[src/rtl/sha_pkg.sv]
// ============================================================================
// sha_pkg: shared types and constants of the SHA-256 stream hasher
// Holds the hash word types, the initial hash value, the round constant
// table and the controller's command and status records.
// ============================================================================
package sha_pkg;

	typedef logic [31:0] word_t;

	// Eight hash words; word k sits at index [k].
	typedef logic [7:0][31:0] hash_t;

	// Initial hash value, listed from word 7 down to word 0.
	localparam hash_t IV = {
		32'h5be0cd19, 32'h1f83d9ab, 32'h9b05688c, 32'h510e527f,
		32'ha54ff53a, 32'h3c6ef372, 32'hbb67ae85, 32'h6a09e667
	};

	localparam logic [7:0] PAD_MARK_BYTE = 8'h80;
	localparam logic [5:0] LAST_POS      = 6'd63;
	localparam logic [5:0] LEN_POS       = 6'd56;
	localparam logic [5:0] LAST_ROUND    = 6'd63;

	// Source of the byte that the datapath shifts into the block.
	typedef enum logic [1:0] {
		SRC_INPUT,
		SRC_MARK,
		SRC_ZERO,
		SRC_LEN
	} byte_src_t;

	// Controller states.
	typedef enum logic [2:0] {
		ST_IDLE,
		ST_PAD_MARK,
		ST_PAD_ZERO,
		ST_PAD_LEN,
		ST_ROUND,
		ST_FOLD,
		ST_DONE
	} state_t;

	// Commands from the controller to the datapath.
	typedef struct packed {
		logic      push;
		byte_src_t src;
		logic      latch_len;
		logic      round;
		logic [5:0] rnd;
		logic      fold;
		logic      finish;
	} dp_cmd_t;

	// Status back to the controller.
	typedef struct packed {
		logic [5:0] pos;
		logic       out_busy;
	} dp_stat_t;

	// SHA-256 round constants.
	function automatic word_t k_const(input logic [5:0] idx);
		word_t k;
		case (idx)
			6'd0:  k = 32'h428a2f98;
			6'd1:  k = 32'h71374491;
			6'd2:  k = 32'hb5c0fbcf;
			6'd3:  k = 32'he9b5dba5;
			6'd4:  k = 32'h3956c25b;
			6'd5:  k = 32'h59f111f1;
			6'd6:  k = 32'h923f82a4;
			6'd7:  k = 32'hab1c5ed5;
			6'd8:  k = 32'hd807aa98;
			6'd9:  k = 32'h12835b01;
			6'd10: k = 32'h243185be;
			6'd11: k = 32'h550c7dc3;
			6'd12: k = 32'h72be5d74;
			6'd13: k = 32'h80deb1fe;
			6'd14: k = 32'h9bdc06a7;
			6'd15: k = 32'hc19bf174;
			6'd16: k = 32'he49b69c1;
			6'd17: k = 32'hefbe4786;
			6'd18: k = 32'h0fc19dc6;
			6'd19: k = 32'h240ca1cc;
			6'd20: k = 32'h2de92c6f;
			6'd21: k = 32'h4a7484aa;
			6'd22: k = 32'h5cb0a9dc;
			6'd23: k = 32'h76f988da;
			6'd24: k = 32'h983e5152;
			6'd25: k = 32'ha831c66d;
			6'd26: k = 32'hb00327c8;
			6'd27: k = 32'hbf597fc7;
			6'd28: k = 32'hc6e00bf3;
			6'd29: k = 32'hd5a79147;
			6'd30: k = 32'h06ca6351;
			6'd31: k = 32'h14292967;
			6'd32: k = 32'h27b70a85;
			6'd33: k = 32'h2e1b2138;
			6'd34: k = 32'h4d2c6dfc;
			6'd35: k = 32'h53380d13;
			6'd36: k = 32'h650a7354;
			6'd37: k = 32'h766a0abb;
			6'd38: k = 32'h81c2c92e;
			6'd39: k = 32'h92722c85;
			6'd40: k = 32'ha2bfe8a1;
			6'd41: k = 32'ha81a664b;
			6'd42: k = 32'hc24b8b70;
			6'd43: k = 32'hc76c51a3;
			6'd44: k = 32'hd192e819;
			6'd45: k = 32'hd6990624;
			6'd46: k = 32'hf40e3585;
			6'd47: k = 32'h106aa070;
			6'd48: k = 32'h19a4c116;
			6'd49: k = 32'h1e376c08;
			6'd50: k = 32'h2748774c;
			6'd51: k = 32'h34b0bcb5;
			6'd52: k = 32'h391c0cb3;
			6'd53: k = 32'h4ed8aa4a;
			6'd54: k = 32'h5b9cca4f;
			6'd55: k = 32'h682e6ff3;
			6'd56: k = 32'h748f82ee;
			6'd57: k = 32'h78a5636f;
			6'd58: k = 32'h84c87814;
			6'd59: k = 32'h8cc70208;
			6'd60: k = 32'h90befffa;
			6'd61: k = 32'ha4506ceb;
			6'd62: k = 32'hbef9a3f7;
			6'd63: k = 32'hc67178f2;
			default: k = 32'h0;
		endcase
		return k;
	endfunction

endpackage

[src/rtl/sha_in_if.sv]
// ============================================================================
// sha_in_if: message byte channel
// Carries one message byte per beat with its byte and end flags.
// ============================================================================
interface sha_in_if;
	logic       valid;
	logic       ready;
	logic [7:0] data_byte;
	logic       carries_byte;
	logic       message_end;

	modport source (output valid, output data_byte, output carries_byte,
		output message_end, input ready);
	modport sink (input valid, input data_byte, input carries_byte,
		input message_end, output ready);
endinterface

[src/rtl/sha_out_if.sv]
// ============================================================================
// sha_out_if: digest word channel
// Carries one 32-bit digest word per beat with its position in the digest.
// ============================================================================
interface sha_out_if;
	logic        valid;
	logic        ready;
	logic [31:0] digest_word;
	logic [2:0]  word_number;
	logic        final_word;

	modport source (output valid, output digest_word, output word_number,
		output final_word, input ready);
	modport sink (input valid, input digest_word, input word_number,
		input final_word, output ready);
endinterface

[src/rtl/sha256_stream_hasher_core.sv]
// ============================================================================
// sha256_stream_hasher_core: SHA-256 hasher fed one message byte per beat
// Top level joining the controller, the datapath and the output buffer.
// ============================================================================
// A beat on msg carries one message byte, or none when carries_byte is low;
// message_end closes the message, and an end beat without a byte closes it
// without adding one. Bytes are taken one per cycle while msg.ready is high.
// The 64th byte of each block starts the compression, which holds msg.ready
// low through 64 rounds of the single round unit, one per cycle, and the
// fold. Closing a message pushes the pad mark, up to 63 zero bytes and eight
// length bytes, with one or two compressions, then hands the digest to the
// output buffer once that buffer is free. The digest leaves on the digest
// channel as eight word beats, word 0 first, while the next message is
// already loading; a second digest waits only if the first one has not
// drained yet. No clearing pass follows reset.
module sha256_stream_hasher_core
	import sha_pkg::*;
(
	input  logic     clk,
	input  logic     arst_n,
	sha_in_if.sink   msg,
	sha_out_if.source digest
);

	dp_cmd_t    cmd;
	dp_stat_t   stat;
	logic [5:0] pos;
	logic       out_busy;
	hash_t      chain;

	assign stat.pos      = pos;
	assign stat.out_busy = out_busy;

	// Sequencer.
	sha_ctrl u_ctrl (
		.clk        (clk),
		.arst_n     (arst_n),
		.in_valid   (msg.valid),
		.in_carries (msg.carries_byte),
		.in_end     (msg.message_end),
		.in_ready   (msg.ready),
		.stat       (stat),
		.cmd        (cmd)
	);

	// Hash datapath.
	sha_dp u_dp (
		.clk       (clk),
		.arst_n    (arst_n),
		.cmd       (cmd),
		.data_byte (msg.data_byte),
		.pos       (pos),
		.chain     (chain)
	);

	// Digest output buffer.
	sha_obuf u_obuf (
		.clk         (clk),
		.arst_n      (arst_n),
		.load        (cmd.finish),
		.digest_in   (chain),
		.busy        (out_busy),
		.valid       (digest.valid),
		.ready       (digest.ready),
		.digest_word (digest.digest_word),
		.word_number (digest.word_number),
		.final_word  (digest.final_word)
	);

endmodule

[src/rtl/sha_ctrl.sv]
// ============================================================================
// sha_ctrl: hasher controller
// Sequences byte loading, message padding, the 64 compression rounds, the
// chaining fold and the hand-off of each digest to the output buffer.
// ============================================================================
module sha_ctrl
	import sha_pkg::*;
(
	input  logic     clk,
	input  logic     arst_n,
	input  logic     in_valid,
	input  logic     in_carries,
	input  logic     in_end,
	output logic     in_ready,
	input  dp_stat_t stat,
	output dp_cmd_t  cmd
);

	state_t     state_q, state_d;
	state_t     ret_q, ret_d;
	logic [5:0] rnd_q, rnd_d;
	logic       at_last;

	assign at_last = (stat.pos == LAST_POS);

	// State registers.
	always_ff @(posedge clk or negedge arst_n) begin
		if (!arst_n) begin
			state_q <= ST_IDLE;
			ret_q   <= ST_IDLE;
			rnd_q   <= '0;
		end else begin
			state_q <= state_d;
			ret_q   <= ret_d;
			rnd_q   <= rnd_d;
		end
	end

	// Next state. Filling the last byte of a block always starts a compression,
	// and the state to resume afterwards is kept in ret_q.
	always_comb begin
		state_d = state_q;
		ret_d   = ret_q;
		rnd_d   = rnd_q;
		case (state_q)
			ST_IDLE: begin
				if (in_valid) begin
					if (in_carries && at_last) begin
						state_d = ST_ROUND;
						rnd_d   = '0;
						ret_d   = in_end ? ST_PAD_MARK : ST_IDLE;
					end else if (in_end) begin
						state_d = ST_PAD_MARK;
					end
				end
			end
			ST_PAD_MARK: begin
				if (at_last) begin
					state_d = ST_ROUND;
					rnd_d   = '0;
					ret_d   = ST_PAD_ZERO;
				end else begin
					state_d = ST_PAD_ZERO;
				end
			end
			ST_PAD_ZERO: begin
				if (stat.pos == LEN_POS) begin
					state_d = ST_PAD_LEN;
				end else if (at_last) begin
					state_d = ST_ROUND;
					rnd_d   = '0;
					ret_d   = ST_PAD_ZERO;
				end
			end
			ST_PAD_LEN: begin
				if (at_last) begin
					state_d = ST_ROUND;
					rnd_d   = '0;
					ret_d   = ST_DONE;
				end
			end
			ST_ROUND: begin
				if (rnd_q == LAST_ROUND) begin
					state_d = ST_FOLD;
				end else begin
					rnd_d = rnd_q + 6'd1;
				end
			end
			ST_FOLD: begin
				state_d = ret_q;
			end
			ST_DONE: begin
				if (!stat.out_busy) begin
					state_d = ST_IDLE;
				end
			end
			default: begin
				state_d = ST_IDLE;
			end
		endcase
	end

	// Datapath commands and input handshake.
	always_comb begin
		cmd       = '0;
		cmd.src   = SRC_INPUT;
		cmd.rnd   = rnd_q;
		in_ready  = 1'b0;
		case (state_q)
			ST_IDLE: begin
				in_ready = 1'b1;
				cmd.push = in_valid && in_carries;
			end
			ST_PAD_MARK: begin
				cmd.push      = 1'b1;
				cmd.src       = SRC_MARK;
				cmd.latch_len = 1'b1;
			end
			ST_PAD_ZERO: begin
				cmd.push = (stat.pos != LEN_POS);
				cmd.src  = SRC_ZERO;
			end
			ST_PAD_LEN: begin
				cmd.push = 1'b1;
				cmd.src  = SRC_LEN;
			end
			ST_ROUND: begin
				cmd.round = 1'b1;
			end
			ST_FOLD: begin
				cmd.fold = 1'b1;
			end
			ST_DONE: begin
				cmd.finish = !stat.out_busy;
			end
			default: begin
				cmd = '0;
			end
		endcase
	end

`ifndef SYNTHESIS
	// A block's last byte is followed by round zero of its compression.
	a_last_byte_starts_rounds: assert property (@(posedge clk) disable iff (!arst_n)
		(cmd.push && at_last) |=> (state_q == ST_ROUND && rnd_q == 6'd0))
		else $error("last byte of a block did not start the rounds");

	// The fold comes only after the final round.
	a_fold_after_last_round: assert property (@(posedge clk) disable iff (!arst_n)
		(state_q == ST_FOLD) |-> ($past(state_q) == ST_ROUND && $past(rnd_q) == LAST_ROUND))
		else $error("fold without a full set of rounds");

	// The length bytes fill exactly the last eight positions of a block.
	a_len_position: assert property (@(posedge clk) disable iff (!arst_n)
		(state_q == ST_PAD_LEN) |-> (stat.pos[5:3] == 3'b111))
		else $error("length byte outside the last eight positions");

	// A digest is handed over only to an empty output buffer.
	a_finish_free_buffer: assert property (@(posedge clk) disable iff (!arst_n)
		cmd.finish |-> !stat.out_busy)
		else $error("digest handed to a busy output buffer");
`endif

endmodule

[src/rtl/sha_dp.sv]
// ============================================================================
// sha_dp: hasher datapath
// Byte packing, the 16-word message schedule window, the working variables
// with one SHA-256 round per cycle, the chaining value and the byte counter.
// ============================================================================
module sha_dp
	import sha_pkg::*;
(
	input  logic       clk,
	input  logic       arst_n,
	input  dp_cmd_t    cmd,
	input  logic [7:0] data_byte,
	output logic [5:0] pos,
	output hash_t      chain
);

	function automatic word_t rotr(input word_t x, input int n);
		return (x >> n) | (x << (32 - n));
	endfunction

	function automatic word_t big_sig0(input word_t x);
		return rotr(x, 2) ^ rotr(x, 13) ^ rotr(x, 22);
	endfunction

	function automatic word_t big_sig1(input word_t x);
		return rotr(x, 6) ^ rotr(x, 11) ^ rotr(x, 25);
	endfunction

	function automatic word_t sml_sig0(input word_t x);
		return rotr(x, 7) ^ rotr(x, 18) ^ (x >> 3);
	endfunction

	function automatic word_t sml_sig1(input word_t x);
		return rotr(x, 17) ^ rotr(x, 19) ^ (x >> 10);
	endfunction

	hash_t        chain_q;
	hash_t        work_q;
	word_t        win_q [16];
	word_t        part_q;
	logic [60:0]  count_q;
	logic [63:0]  len_q;
	logic [7:0]   push_byte;
	logic [63:0]  len_shift;
	word_t        word_next;
	word_t        sched_next;
	word_t        t1;
	word_t        t2;

	assign pos   = count_q[5:0];
	assign chain = chain_q;

	// Byte to shift in: message byte, pad mark, zero or a length byte.
	assign len_shift = len_q >> {~count_q[2:0], 3'b000};
	always_comb begin
		case (cmd.src)
			SRC_INPUT: push_byte = data_byte;
			SRC_MARK:  push_byte = PAD_MARK_BYTE;
			SRC_ZERO:  push_byte = 8'h00;
			SRC_LEN:   push_byte = len_shift[7:0];
			default:   push_byte = 8'h00;
		endcase
	end

	assign word_next = {part_q[23:0], push_byte};

	// Schedule word for sixteen rounds ahead and the round function.
	assign sched_next = win_q[0] + sml_sig0(win_q[1]) + win_q[9] + sml_sig1(win_q[14]);
	assign t1 = work_q[7] + big_sig1(work_q[4])
		+ ((work_q[4] & work_q[5]) ^ (~work_q[4] & work_q[6]))
		+ k_const(cmd.rnd) + win_q[0];
	assign t2 = big_sig0(work_q[0])
		+ ((work_q[0] & work_q[1]) ^ (work_q[0] & work_q[2]) ^ (work_q[1] & work_q[2]));

	// Byte counter, partial word and chaining value.
	always_ff @(posedge clk or negedge arst_n) begin
		if (!arst_n) begin
			count_q <= '0;
			part_q  <= '0;
			chain_q <= IV;
		end else if (cmd.finish) begin
			count_q <= '0;
			part_q  <= '0;
			chain_q <= IV;
		end else begin
			if (cmd.push) begin
				count_q <= count_q + 61'd1;
				part_q  <= (count_q[1:0] == 2'b11) ? '0 : word_next;
			end
			if (cmd.fold) begin
				for (int i = 0; i < 8; i++) begin
					chain_q[i] <= chain_q[i] + work_q[i];
				end
			end
		end
	end

	// Bit length of the message, taken as the pad mark goes in.
	always_ff @(posedge clk) begin
		if (cmd.latch_len) begin
			len_q <= {count_q, 3'b000};
		end
	end

	// Schedule window: complete words shift in while loading, and each round
	// shifts out the word it used and appends the next schedule word.
	always_ff @(posedge clk) begin
		if ((cmd.push && count_q[1:0] == 2'b11) || cmd.round) begin
			for (int j = 0; j < 15; j++) begin
				win_q[j] <= win_q[j + 1];
			end
			win_q[15] <= cmd.round ? sched_next : word_next;
		end
	end

	// Working variables: loaded from the chain with a block's last byte.
	always_ff @(posedge clk) begin
		if (cmd.push && count_q[5:0] == LAST_POS) begin
			work_q <= chain_q;
		end else if (cmd.round) begin
			work_q[7] <= work_q[6];
			work_q[6] <= work_q[5];
			work_q[5] <= work_q[4];
			work_q[4] <= work_q[3] + t1;
			work_q[3] <= work_q[2];
			work_q[2] <= work_q[1];
			work_q[1] <= work_q[0];
			work_q[0] <= t1 + t2;
		end
	end

endmodule

[src/rtl/sha_obuf.sv]
// ============================================================================
// sha_obuf: digest output buffer
// Holds one finished digest and sends it as eight word beats, word 0 first,
// so that the next message can be taken in while the words drain.
// ============================================================================
module sha_obuf
	import sha_pkg::*;
(
	input  logic        clk,
	input  logic        arst_n,
	input  logic        load,
	input  hash_t       digest_in,
	output logic        busy,
	output logic        valid,
	input  logic        ready,
	output logic [31:0] digest_word,
	output logic [2:0]  word_number,
	output logic        final_word
);

	hash_t      dig_q;
	logic [2:0] idx_q;
	logic       busy_q;
	logic       beat;

	assign beat        = busy_q && ready;
	assign busy        = busy_q;
	assign valid       = busy_q;
	assign digest_word = dig_q[0];
	assign word_number = idx_q;
	assign final_word  = (idx_q == 3'd7);

	// Beat counter and occupancy.
	always_ff @(posedge clk or negedge arst_n) begin
		if (!arst_n) begin
			busy_q <= 1'b0;
			idx_q  <= '0;
		end else if (load) begin
			busy_q <= 1'b1;
			idx_q  <= '0;
		end else if (beat) begin
			idx_q <= idx_q + 3'd1;
			if (idx_q == 3'd7) begin
				busy_q <= 1'b0;
			end
		end
	end

	// Digest words shift toward the output on each beat.
	always_ff @(posedge clk) begin
		if (load) begin
			dig_q <= digest_in;
		end else if (beat) begin
			for (int i = 0; i < 7; i++) begin
				dig_q[i] <= dig_q[i + 1];
			end
		end
	end

endmodule
[src/flat_wrapper.sv]
// flat-port wrapper written by rule: the top's interface ports become plain ports
module sha256_stream_hasher_core_flat import sha_pkg::*;
  (clk, arst_n, msg_valid, msg_data_byte, msg_carries_byte, msg_message_end, msg_ready, digest_valid, digest_digest_word, digest_word_number, digest_final_word, digest_ready);
  sha_in_if msg_i ();
  sha_out_if digest_i ();
  input  logic clk;
  input  logic arst_n;
  input wire logic [$bits(msg_i.valid)-1:0] msg_valid;
  input wire logic [$bits(msg_i.data_byte)-1:0] msg_data_byte;
  input wire logic [$bits(msg_i.carries_byte)-1:0] msg_carries_byte;
  input wire logic [$bits(msg_i.message_end)-1:0] msg_message_end;
  output wire logic [$bits(msg_i.ready)-1:0] msg_ready;
  output wire logic [$bits(digest_i.valid)-1:0] digest_valid;
  output wire logic [$bits(digest_i.digest_word)-1:0] digest_digest_word;
  output wire logic [$bits(digest_i.word_number)-1:0] digest_word_number;
  output wire logic [$bits(digest_i.final_word)-1:0] digest_final_word;
  input wire logic [$bits(digest_i.ready)-1:0] digest_ready;
  assign msg_i.valid = msg_valid;
  assign msg_i.data_byte = msg_data_byte;
  assign msg_i.carries_byte = msg_carries_byte;
  assign msg_i.message_end = msg_message_end;
  assign msg_ready = msg_i.ready;
  assign digest_valid = digest_i.valid;
  assign digest_digest_word = digest_i.digest_word;
  assign digest_word_number = digest_i.word_number;
  assign digest_final_word = digest_i.final_word;
  assign digest_i.ready = digest_ready;
  sha256_stream_hasher_core u_core (.clk(clk), .arst_n(arst_n), .msg(msg_i), .digest(digest_i));
endmodule
[config.mk]
export PLATFORM = sky130hd
export DESIGN_NAME = sha256_stream_hasher_core_flat
export DESIGN_NICKNAME = d
export VERILOG_FILES = /design/src/rtl/sha_pkg.sv /design/src/rtl/sha_in_if.sv /design/src/rtl/sha_out_if.sv /design/src/rtl/sha256_stream_hasher_core.sv /design/src/rtl/sha_ctrl.sv /design/src/rtl/sha_dp.sv /design/src/rtl/sha_obuf.sv /design/src/flat_wrapper.sv
export SDC_FILE = /design/constraint.sdc
export NUM_CORES = 2
export LEC_CHECK = 0
export BUFFER_PORTS_ARGS = -buffer_cell sky130_fd_sc_hd__buf_2
export CAP_MARGIN = 5
export CELL_PAD_IN_SITES_DETAIL_PLACEMENT = 0
export CELL_PAD_IN_SITES_GLOBAL_PLACEMENT = 2
export CORE_MARGIN = 1
export CORE_UTILIZATION = 44
export CTS_CLUSTER_DIAMETER = 30
export DETAILED_ROUTE_END_ITERATION = 8
export PLACE_DENSITY_LB_ADDON = 0.1
export SLEW_MARGIN = 20
export SYNTH_ARGS = -nofsm -noshare
export SYNTH_HDL_FRONTEND = slang
export SYNTH_HIERARCHICAL = 1
export SYNTH_SLANG_ARGS = --single-unit
[constraint.sdc]
create_clock -name clk -period 20.4 [get_ports clk]
set_input_delay 3.06 -clock clk [delete_from_list [all_inputs] [get_ports clk]]
set_output_delay 3.06 -clock clk [all_outputs]
set_load 0.02 [all_outputs]
Yosys cells after proc, flatten, opt, wreduce, memory -nomap -nowiden
Memories as Yosys holds them, arrays and structs flattened.
Cells that the tools add are included.
Cells by class
  $add $sub $neg: 21
  magnitude comparators: 0
  divide/modulo/power cells: 0
  $mul: 0
  reduce and logical (&&, ||, !) cells: 22
  equality and inequality tests: 23
  mux-type cells: 50
  shifts and indexed selects: 1
  bitwise operators: 28
Operators with widths (count)
  $mux 256: 4
  $add 32x32->32: 18
  $mux 224: 2
  $xor 32x32->32: 9
  $and 32x32->32: 5
  $mux 61: 2
  $mux 24: 3
  $shr 64x6->8: 1
  $add 61x1->61 const B: 1
  $mux 3: 15
  $mux 6: 6
  $mux 32: 1
  $not 32->32: 1
  $or 10x32->32: 1
  $or 13x32->32: 1
  $or 14x32->32: 1
  $or 15x32->32: 1
  $or 19x32->32: 1
  $or 21x32->32: 1
  $or 25x32->32: 1
  $or 26x32->32: 1
  $or 30x32->32: 1
  $or 7x32->32: 1
  $pmux 8 s4: 1
  32 further kinds: 66
Storage, ports and cells
  memory bits (writable): 512
  register bits: 930
  memories kept: 2
  output and inout port bits: 38
  bits in latches: 0
  ROM bits: 2048
Memory list
  (name not given): depth 64, width 32, read ports 1, clocked after memory_dff 0, write ports 0, RTL line sha_pkg.sv:63  | case (idx)
  u_core.u_dp.win_q: depth 16, width 32, read ports 16, clocked after memory_dff 0, write ports 16, RTL line sha_dp.sv:39  | word_t win_q [16];

Depth between registers and ports, before layout
  depth after elaboration: 10
  depth in mapped cells: 44

By module
Netlist, hierarchy kept.
Modules (own cells, without submodules)
  sha_dp: seq. area each 33597.2 um^2, cells an instance 6605, area each 70065.9 um^2, instances 1
  sha_obuf: seq. area each 7787.5 um^2, cells an instance 558, area each 10941.7 um^2, instances 1
  sha_ctrl: seq. area each 300.3 um^2, cells an instance 103, area each 849.6 um^2, instances 1

Worst setup path before layout
No wires, ideal clock.
  kind: input to register
  start: input port msg_valid
  end: memory u_core/u_dp/win_q[0][0] (netlist bit) (enable)
  slack: 4.219 ns
  stages on the path: 7
  library setup time: 0.971 ns
  path buffers: 1
  arrival time: 15.210 ns
  cells stage by stage: nand2_2 nor2_1 a21oi_1 a21oi_1 buf_2 nand2_1 nand2b_1
RTL lines
  start: declaration: RTL line flat_wrapper.sv:8  | input wire logic [$bits(msg_i.valid)-1:0] msg_valid;
  end: declaration: RTL line sha_dp.sv:39

==> flow_summary.ini <==
[run_status]
status = finished clean

[cells_and_area]
final_cell_mix = edfxtp_1 (1,085), nand2_1 (945), a21oi_1 (497)
fin_area_mm2 = 0.09635
final_core_util_pct = 52.40
syn_to_final_growth_pct = 17.70
instances_no_fill = 10170
finalNetCount = 8014
drive_gt1_share_pct = 15.98
final_common_cell = edfxtp_1

[clocking]
path_clk_slew_ns = 0.05
cts_buffers = 358
cts_tree = yes
cts_max_level = 5
root_buffer = clkbuf_16
clk-insertion-delay-late_ns = 0.96
clock_sinks = 1442
clock_path_buffers = 4
cts_resized = 0
postCtsHoldBufs = 0
post_cts.repair.setup_buffers = 0

[place]
io_buffer_count = 51
placedInstanceArea_mm2 = 0.08437
dp_slack_ns = 9.659
gp_congestion = 0.9402
dp_hpwl_mm = 194.6
dp_cells = 9519

[setup_path]
cp-start-kind = register
slowest_delay_ns = 0.77
worst-path-buf-inv = 3
crit_family = simple AND/OR/NAND/NOR gates
rr_endpoint = u_core/u_dp/work_q[31]
cpMostUsedCell = o21ai_0
required_ns = 21.06
rrSetupSlack_ns = 9.48
reg2reg_depth = 36
crit_type = reg -> reg
r2r_start = u_core/u_ctrl/state_q[1]
critPathMaxFanout = 17
worst_ep_arrival_time_ns = 11.57
cpMaxStageDelayCell = ha_1
crit_path_end_kind = register

[logic_synthesis]
synth.avg_cell_area_um2 = 11.27
ys_warn_count = 6
synth_edf_count = 1085
async_flop_share_pct = 24.76
syn-cell-area_mm2 = 0.08186
synth.yosys.seq_area_share_pct = 50.92
synth_fp_nets = 7865
synth_cells = 7266
ys_ff_latch = 1442
ys_types = 107
synthFlopType = edfxtp_1

[power_and_ir_drop]
clockPowerShare_pct = 64.0
leakage_nw = 39.03
ir_worst_vdd_mv = 0.08782
p_seq_share_pct = 35.8
finalPower_mw = 8.764
p_sw_share_pct = 19.92
combPwrFrac_pct = 0.2
p_int_mw = 7.019
p_per_area_mw_per_mm2 = 90.96
power.switching_mw = 1.746

[drt]
vias_per_cell = 5.649
drc = 0
wl_per_cell_um = 26.58
via_count = 57420
ant_nets = 0
totalWireLength_mm = 270.3
drt_iter0_markers = 4987
drt_pass1_iterations = 6

[timing]
drv_slew = 0
finalCriticalPeriod_ns = 10.92
hold_viol_final = 0
rsz0062_at_grt = false
finalSetupTns_ns = 0
holdWs_ns = 0.3653
clock_skew_ns = 0.08659
fmax_mhz = 91.59
setup_slack_ns = 9.481
maxSlewHeadroom_pct = 12.28
finalSetupViolCount = 0
worst_pin_slew_ns = 1.316
fin_crit_sh_pct = 53.52

[global_route]
grt_overflow = 0
grt_usage_pct = 28.70
grt_max_degree = 134
grt_antenna_before_repair = 5
grt_first_pass_wirelength_mm = 391.5
grt_pass1_vias = 55980

[hold_path]
holdPathEnd = u_core/u_dp/win_q[0][67]
holdPathStages = 0
hold_start = u_core/u_dp/win_q[0][99]
hp-class = reg -> reg

[floorplan]
die_y_um = 433.3
core.rowCount = 157
die-area_mm2 = 0.1878
initial_core_util_pct = 44.52
pin_count = 52
die_w_um = 433.3
core_mm2 = 0.1839

[job]
max-cap-violations = 0
[area by class of cell]
class	count	area (um^2)
clock inverter	206	2352
multi-input combinational	5130	37310
inverter	338	1274
sequential	1442	41690
antenna	1	2.502
timing repair buffer	145	1021
tap	2464	3083
clock buffer	440	9622
fill	16170	87520
[cell usage after synthesis (14+ instances only)]
| library cell | number | share of area, % |
|---|---|---|
| o211ai_1 | 27 | 0.25 |
| o21ai_0 | 406 | 2.5 |
| or2_2 | 23 | 0.18 |
| xnor2_1 | 402 | 4.3 |
| a22o_1 | 30 | 0.32 |
| xor2_1 | 219 | 2.3 |
| clkbuf_1 | 248 | 1.1 |
| ha_1 | 390 | 6.0 |
| and2_1 | 24 | 0.18 |
| nand3_1 | 111 | 0.68 |
| a21oi_1 | 497 | 3.0 |
| a211o_1 | 49 | 0.52 |
| a31oi_1 | 34 | 0.26 |
| buf_1 | 35 | 0.16 |
| mux2_2 | 278 | 3.8 |
| mux4_2 | 15 | 0.41 |
| o31ai_1 | 26 | 0.24 |
| and3_1 | 37 | 0.28 |
| a21o_1 | 191 | 1.8 |
| nand4_1 | 39 | 0.30 |
| nor2_1 | 460 | 2.1 |
| nor3_1 | 67 | 0.41 |
| o21a_1 | 46 | 0.42 |
| nand2b_1 | 67 | 0.51 |
| edfxtp_1 | 1085 | 40 |
| o21bai_1 | 50 | 0.46 |
| dfrtp_1 | 221 | 6.8 |
| a211oi_1 | 53 | 0.49 |
| nor2b_1 | 64 | 0.49 |
| nor4_1 | 14 | 0.11 |
| dfstp_2 | 136 | 4.4 |
| a311oi_1 | 15 | 0.16 |
| fa_1 | 195 | 4.8 |
| or3_1 | 37 | 0.28 |
| mux2i_1 | 84 | 1.0 |
| buf_4 | 40 | 0.37 |
| inv_1 | 333 | 1.5 |
| buf_6 | 24 | 0.33 |
| nand2_1 | 947 | 4.3 |
[kinds of logic after synthesis]
| logic type | after synthesis | share of synthesized area, % |
|---|---|---|
| muxes | 377 | 5.264 |
| buffers and inverters | 694 | 3.600 |
| adders and majority gates | 588 | 10.77 |
| DFF | 1442 | 50.92 |
| and+or+nand+nor | 1946 | 10.43 |
| AOI/OAI and AO/OA | 1597 | 12.34 |
| xor gates and xnor gates | 622 | 6.672 |
[worst max path at each step]
stage	startpoint	to	slack, ns	cells after the start
final	u_core/u_ctrl/state_q[1]	u_core/u_dp/work_q[31]	9.48	36
after global routing	u_core/u_ctrl/state_q[1]	u_core/u_dp/work_q[31]	8.69	35
after CTS	u_core/u_ctrl/state_q[1]	u_core/u_dp/work_q[31]	9.62	36
after detailed placement	u_core/u_ctrl/state_q[1]	u_core/u_dp/work_q[31]	9.66	36
after global placement	u_core/u_ctrl/state_q[2]	u_core/u_dp/work_q[31]	9.77	36
after floorplan	msg_valid	u_core/u_dp/win_q[0][0]	4.22	7
[power groups by stage]
stage	clock network, mW	registers [mW]	logic, mW
6_report	5.61	3.13	0.0203
5_1_grt	5.85	3.13	0.0234
4_1_cts	5.70	3.13	0.0218
3_5_place_dp	0	3.18	0.0218
3_3_place_gp	0	3.18	0.0218
2_1_floorplan	0	3.18	0.000296
[state kept, by name, summed over array words and instances (netlist names)]
| signal | cells |
|---|---|
| u_core/u_dp/work_q | 256 |
| u_core/u_obuf/digest_word | 32 |
| u_core/u_dp/count_q | 61 |
| u_core/u_ctrl/state_q | 3 |
| u_core/u_dp/len_q | 61 |
| u_core/u_dp/part_q | 24 |
| u_core/u_dp/win_q | 512 |
| u_core/u_ctrl/rnd_q | 6 |
| u_core/u_obuf/dig_q | 224 |
| u_core/u_ctrl/ret_q | 3 |
| u_core/u_obuf/busy | 1 |
| u_core/u_dp/chain | 256 |
| u_core/u_obuf/word_number | 3 |
[metal layers]
metal	part of all wire [%]	vias to the layer above	track usage (%)
li1	-	26380	-
met1	47	28850	42.41
met2	44	1827	43.07
met3	6.1	367	5.139
met4	2.4	0	7.843
met5	0	-	0
No activity file was read; power rests on OpenSTA's default activity.
